**config.mk**
```make
export PLATFORM = sky130hd
export DESIGN_NAME = nnis_coord
export DESIGN_NICKNAME = d
export VERILOG_FILES = /design/src/rtl/nnis_pkg.sv /design/src/rtl/nnis_coord.sv
export SDC_FILE = /design/constraint.sdc
export NUM_CORES = 2
export LEC_CHECK = 0
export BUFFER_PORTS_ARGS = -buffer_cell sky130_fd_sc_hd__buf_2
export CAP_MARGIN = 20
export CORE_ASPECT_RATIO = 1.1
export CORE_UTILIZATION = 39
export CTS_CLUSTER_DIAMETER = 40
export DETAILED_ROUTE_END_ITERATION = 10
export GPL_ROUTABILITY_DRIVEN = 0
export GPL_TIMING_DRIVEN = 0
export SETUP_SLACK_MARGIN = 0.1
export SYNTH_ARGS = -nofsm -noshare
export SYNTH_HDL_FRONTEND = slang
export SYNTH_SLANG_ARGS = --single-unit
```
**constraint.sdc**
```tcl
create_clock -name clk -period 12.3 [get_ports clk]
set_input_delay 2.46 -clock clk [delete_from_list [all_inputs] [get_ports clk]]
set_output_delay 2.46 -clock clk [all_outputs]
set_load 0.1 [all_outputs]
```
**src/rtl/nnis_pkg.sv**
```systemverilog
// Shared constants, register indexes and types of the nearest-neighbor scaler.
package nnis_pkg;

  localparam int MAX_WIDTH  = 256;
  localparam int MAX_HEIGHT = 256;
  localparam int MAX_SCALE  = 100;

  localparam int DIM_W      = 9;
  localparam int OUT_DIM_W  = 15;
  localparam int STEP_W     = 32;
  localparam int FRAC_W     = 16;
  localparam int CFG_IDX_W  = 3;
  localparam int CFG_DATA_W = 32;
  localparam int PAD_W      = 2;

  localparam int STORE_DEPTH = MAX_WIDTH * MAX_HEIGHT;
  localparam int STORE_AW    = $clog2(STORE_DEPTH);
  localparam int LOAD_CNT_W  = STORE_AW + 1;
  localparam int X_W         = $clog2(MAX_WIDTH);
  localparam int Y_W         = $clog2(MAX_HEIGHT);
  localparam int MAX_OUT_W   = MAX_SCALE * MAX_WIDTH;
  localparam int MAX_OUT_H   = MAX_SCALE * MAX_HEIGHT;
  localparam int PROD_W      = OUT_DIM_W + STEP_W;
  localparam int COORD_W     = PROD_W - FRAC_W;

  localparam logic [CFG_IDX_W-1:0] REG_IN_WIDTH   = 3'd0;
  localparam logic [CFG_IDX_W-1:0] REG_IN_HEIGHT  = 3'd1;
  localparam logic [CFG_IDX_W-1:0] REG_OUT_WIDTH  = 3'd2;
  localparam logic [CFG_IDX_W-1:0] REG_OUT_HEIGHT = 3'd3;
  localparam logic [CFG_IDX_W-1:0] REG_STEP_Q16   = 3'd4;

  localparam logic [STEP_W-1:0] STEP_RESET = 32'h0001_0000;

  localparam logic CMD_LOAD  = 1'b0;
  localparam logic CMD_FETCH = 1'b1;

  typedef struct packed {
    logic [7:0] red;
    logic [7:0] green;
    logic [7:0] blue;
  } nnis_pix_t;

  typedef struct packed {
    logic [DIM_W-1:0]  iw;
    logic [DIM_W-1:0]  ih;
    logic [STEP_W-1:0] step;
  } nnis_geom_t;

endpackage

```
**src/rtl/nnis_coord.sv**
```systemverilog
// Source coordinate path: Q16.16 multiply, clamp, then raster address.
module nnis_coord (
  input  logic                              clk,
  input  nnis_pkg::nnis_geom_t              geom,
  input  logic [nnis_pkg::OUT_DIM_W-1:0]    col,
  input  logic [nnis_pkg::OUT_DIM_W-1:0]    row,
  output logic [nnis_pkg::STORE_AW-1:0]     addr
);

  localparam int PROD_W  = nnis_pkg::PROD_W;
  localparam int COORD_W = nnis_pkg::COORD_W;
  localparam int FRAC_W  = nnis_pkg::FRAC_W;
  localparam int DIM_W   = nnis_pkg::DIM_W;
  localparam int X_W     = nnis_pkg::X_W;
  localparam int Y_W     = nnis_pkg::Y_W;
  localparam int BASE_W  = Y_W + DIM_W;

  logic [PROD_W-1:0]  prod_x;
  logic [PROD_W-1:0]  prod_y;
  logic [PROD_W-1:0]  prod_x_r;
  logic [PROD_W-1:0]  prod_y_r;
  logic [COORD_W-1:0] cx;
  logic [COORD_W-1:0] cy;
  logic [DIM_W-1:0]   lim_x;
  logic [DIM_W-1:0]   lim_y;
  logic [X_W-1:0]     x_nxt;
  logic [Y_W-1:0]     y_nxt;
  logic [X_W-1:0]     x_r;
  logic [Y_W-1:0]     y_r;
  logic [BASE_W-1:0]  row_base;
  logic [BASE_W:0]    addr_sum;

  assign prod_x = col * geom.step;
  assign prod_y = row * geom.step;

  always_ff @(posedge clk) begin
    prod_x_r <= prod_x;
    prod_y_r <= prod_y;
  end

  // floor, then clamp to the last source column/row
  assign cx    = prod_x_r[PROD_W-1:FRAC_W];
  assign cy    = prod_y_r[PROD_W-1:FRAC_W];
  assign lim_x = geom.iw - DIM_W'(1);
  assign lim_y = geom.ih - DIM_W'(1);

  always_comb begin
    if (geom.iw == '0) begin
      x_nxt = '0;
    end else if (cx > COORD_W'(lim_x)) begin
      x_nxt = X_W'(lim_x);
    end else begin
      x_nxt = cx[X_W-1:0];
    end
    if (geom.ih == '0) begin
      y_nxt = '0;
    end else if (cy > COORD_W'(lim_y)) begin
      y_nxt = Y_W'(lim_y);
    end else begin
      y_nxt = cy[Y_W-1:0];
    end
  end

  always_ff @(posedge clk) begin
    x_r <= x_nxt;
    y_r <= y_nxt;
  end

  assign row_base = y_r * geom.iw;
  assign addr_sum = {1'b0, row_base} + (BASE_W + 1)'(x_r);
  assign addr     = addr_sum[nnis_pkg::STORE_AW-1:0];

endmodule

```
Word-level counts from Yosys, hierarchy flattened
Cells that the tools add are included.
Widths: inputs -> output; s select.
{"block": "classes", "magnitude_cmp": 2, "add_sub_neg": 3, "n_reduce_logical": 2, "mul": 3, "mux": 2}
{"operator": "$mul 15x32->47", "count": 2}
{"operator": "$gt 31x9->1", "count": 2}
{"operator": "$logic_not 9->1", "count": 2}
{"operator": "$sub 9x1->9 const B", "count": 2}
{"operator": "$add 16x8->16", "count": 1}
{"operator": "$mul 8x9->16", "count": 1}
{"operator": "$mux 8", "count": 2}
{"block": "word_totals", "in_bits": 81, "word_cells": 16, "reg_bits": 110, "out_inout_bits": 16}

Logic depth before layout (Yosys ltp)
{"block": "logic_depth", "ltp_word": 3, "mapped_depth": 26, "ltp_nobuf": 24}

Worst setup path before layout
No wires, ideal clock.
{"block": "synth_path", "path_kind": "in2out", "start": "input geom[44] (netlist name)", "end": "output addr[13] (netlist name)", "required_time_ns": 9.840, "stages": 22, "n_path_buf": 1, "t_arrival_ns": 7.768, "slack_ns": 2.072, "path_cell_list": "clkbuf_1 > nand2_1 > fa_1 > inv_1 > ha_1 > ha_1 > inv_1 > fa_1 > inv_1 > ha_1 > inv_1 > fa_1 > nor2b_1 > o21ai_0 > a21boi_1 > o21ai_0 > a21boi_1 > o21ai_0 > a21boi_1 > o21ai_0 > nor2b_1 > xnor2_1"}
{"block": "synth_between", "elab_chain_cells": 2}
{"item": "start, declared", "line_no": "nnis_coord.sv:4", "rtl": "input nnis_pkg::nnis_geom_t geom,"}
{"item": "$mul 8x9->16", "line_no": "nnis_coord.sv:69", "rtl": "assign row_base = y_r * geom.iw;"}
{"item": "$add 16x8->16", "line_no": "nnis_coord.sv:70", "rtl": "assign addr_sum = {1'b0, row_base} + (BASE_W + 1)'(x_r);"}
{"item": "end, declared", "line_no": "nnis_coord.sv:7", "rtl": "output logic [nnis_pkg::STORE_AW-1:0] addr"}
No other way between the ends.

Final worst setup path
{"block": "layout_path", "start": "input geom[45] (netlist name)", "end": "output addr[14] (netlist name)"}
The elaborated chain is that of the path after synthesis.

==> run metrics <==
Post-CTS Hold Fix Bufs 0; Worst Reg-to-Reg Cells 11; I/O pins 97; maximum clock rate 99.2 MHz; Worst Hold Depth 2; shortest clock period the worst path allows after layout 10.08 ns; number of antenna-violating nets in the routed design 0; final sum of negative setup slack 0 ns; number of vias per cell after detailed routing 5.04; wire length of the first global-routing pass 153 mm; maximum clock skew at final layout 0.0102 ns; detailed-router iteration count before antenna repair 5; worst slack after detailed placement 2.19 ns; Filler Cell Count 8826; overall die width 285 µm; number of standard-cell rows in the floorplan 113; total number of nets in the final design 5120; number of pins exceeding their max-slew limit in the final report 0; Crit-path slowest cell fa_1; post-synthesis cell type count 63; final clock period utilization by the worst path 82.0%; worst slew slack as a fraction of its limit 20.2%; initial cell density of the core 39.6%; synth top area cells fa_1, and2_1, inv_1, ha_1, nand2_1; post-CTS clock slew at the launch and capture registers of the worst setup and hold paths 0.06 ns; Resize count post-CTS 0; Syn Area/Cell 8.88 µm²; Post-synth EDFFs 0; ratio of cells with drive above 1 in the final layout 2.66%; number of global-route vias before repair 26.9k; Core ar. 0.0868 mm²; share of Yosys cell area claimed by the top area cell type 48.0%; setup repair after global routing missed its margin false; pin count of the biggest net entering global routing 15; number of buffers inserted by post-CTS setup repair 0; Fin. Hold Viols 0; CTS Sinks 78; sequence of cells on the critical path buf_2 -> clkbuf_1 -> nand2_1 -> fa_1 -> fa_1 -> inv_1 -> ha_1 -> inv_1 -> fa_1 -> inv_1 -> ha_1 -> a21o_1 -> a21oi_1 -> o21ai_0 -> a21oi_1 -> o21ai_0 -> a21oi_1 -> o21ai_0 -> nor4_1 -> nor3_1 -> xor2_1 -> buf_2; HP Class flip-flop to flip-flop; Worst Path Arrival 7.62 ns; worst slew pin tran 1.19 ns; full die area 0.0893 mm²; kind of start point of the critical path input pin; count of yosys warnings during synthesis 0; placed wire-length estimate after detailed placement 85.0 mm; CP Data Required Time 9.84 ns; number of buffers between clock root and the deepest sink 2; total global routing overflow 0; dominant register cell in the synthesized netlist dfxtp_1; CTS H-tree lvls 3; Maximum Capacitance Violations 0; DRC viols 0; min setup slack post-route 2.22 ns; overall routing resource usage 22.9%; average routed wire per standard cell 19.3 µm; Slowest Stage Delay on Critical Path 0.53 ns; Seq/Total Area, Yosys 4.55%; largest area contributor in the netlist fa_1; combined flip-flop and latch cell area 0.00156 mm²; WS Path Type input pin to output port; syn_nets 5044; most frequently used cell type in the post-synthesis netlist inv_1; result of the run complete, no violations; endpoint kind of the worst setup timing path output port; post-synthesis instance area 0.0344 mm²; number of DRC markers in iteration 0 1879; number of antenna violations at the first check in global routing 16; routed wire length 98.8 mm; CTS tree done; number of standard cells after synthesis 3868; via count 25.7k; number of I/O port buffers 64; Root Buffer Master clkbuf_16; growth of design area from synthesis to finish 6.09%; proportion of synthesized flip-flops having asynchronous set or reset 0%; list of most frequent post-synthesis cells inv_1, fa_1, and2_1; combined area of the multi-input logic cells 0.0286 mm²; synthesized flop and latch total 78; clock latency on the worst-skew pair 0.39 ns; floorplan die height 313 µm; number of buffers added by the clock tree synthesis step 9; highest fanout seen on the critical path 10; final-report setup violation count 0
==> final timing paths <==
path,startpoint,to,slack (ns)
worst min register to register,prod_x_r[22],x_r[6],0.49
worst min-delay path,prod_x_r[22],x_r[6],0.49
worst max register to register,prod_y_r[17],y_r[1],9.15
worst max-delay path,geom[45],addr[14],2.22
==> registers in the layout (all words and copies together) (netlist names) <==
register,cells
prod_y_r,31
prod_x_r,31
x_r,8
y_r,8
==> stage by stage <==
step / utilization, % / cells / hold WS (ns) / area [µm²]
after floorplan: - / 3868 / 0.445 / 34400
after global placement: 41.6 / 5082 / 0.493 / 36100
after detailed placement: 41.6 / 5082 / 0.492 / 36100
after CTS: 42.0 / 5098 / 0.501 / 36400
after global routing: 42.0 / 5101 / 0.520 / 36400
final: 42.0 / 5104 / 0.494 / 36400
==> area by class of cell <==
cell class	instances	share of cell area, %
Clock inverter	6	0.192
Multi-Input combinational cell	2672	78.5
Tap cell	1150	3.95
Timing Repair Buffer	65	0.893
Clock buffer	10	0.656
Buffer	205	2.13
Antenna cell	5	0.0343
Inverter	913	9.40
Sequential cell	78	4.28
==> routing by layer <==
layer  vias to the layer above  routed length [µm]  global-route usage (%)
li1                      11400                   -                       -
met1                     13300               40500                    30.3
met2                       913               44800                    36.2
met3                       160                9470                    6.06
met4                        12                3840                    8.35
met5                         -                  85                       0
==> kinds of logic (layout without fill, tap and decap cells) <==
logic type	count (synthesis)	in the layout	synth area share, %
simple gates	1266	1266	18.8
buf+inv	1118	1199	12.2
fa+ha+maj	1095	1095	57.9
compound gates	229	229	4.46
xor+xnor	82	82	2.09
flops	78	78	4.55
other cells	0	5	0
==> critical path, delay by kind of cell <==
kind / cells / cell delay, ns
buf+inv: 6 / 1.11
xor+xnor: 1 / 0.20
simple gates: 3 / 0.45
fa+ha+maj: 5 / 2.07
compound gates: 7 / 1.32
==> cell usage in the layout, fill, tap and decap left out, drive strengths merged, types with 6 or more instances in the layout <==
cell and count:
a211oi 16, a21oi 81, clkbuf 212, xnor2 53, nand4 19, nand2 512
nand3 26, a21o 35, xor2 29, nor2 62, fa 823, ha 272
o21ai 37, and2 570, buf 68, o21a 18, inv 914, nand2b 9
nor3 16, nor2b 16, o211ai 6, nor4 16, dfxtp 78
Power is left out: the tool's default activity adds up to more than one toggle a clock period on the data nets, which glitch-free logic cannot reach.
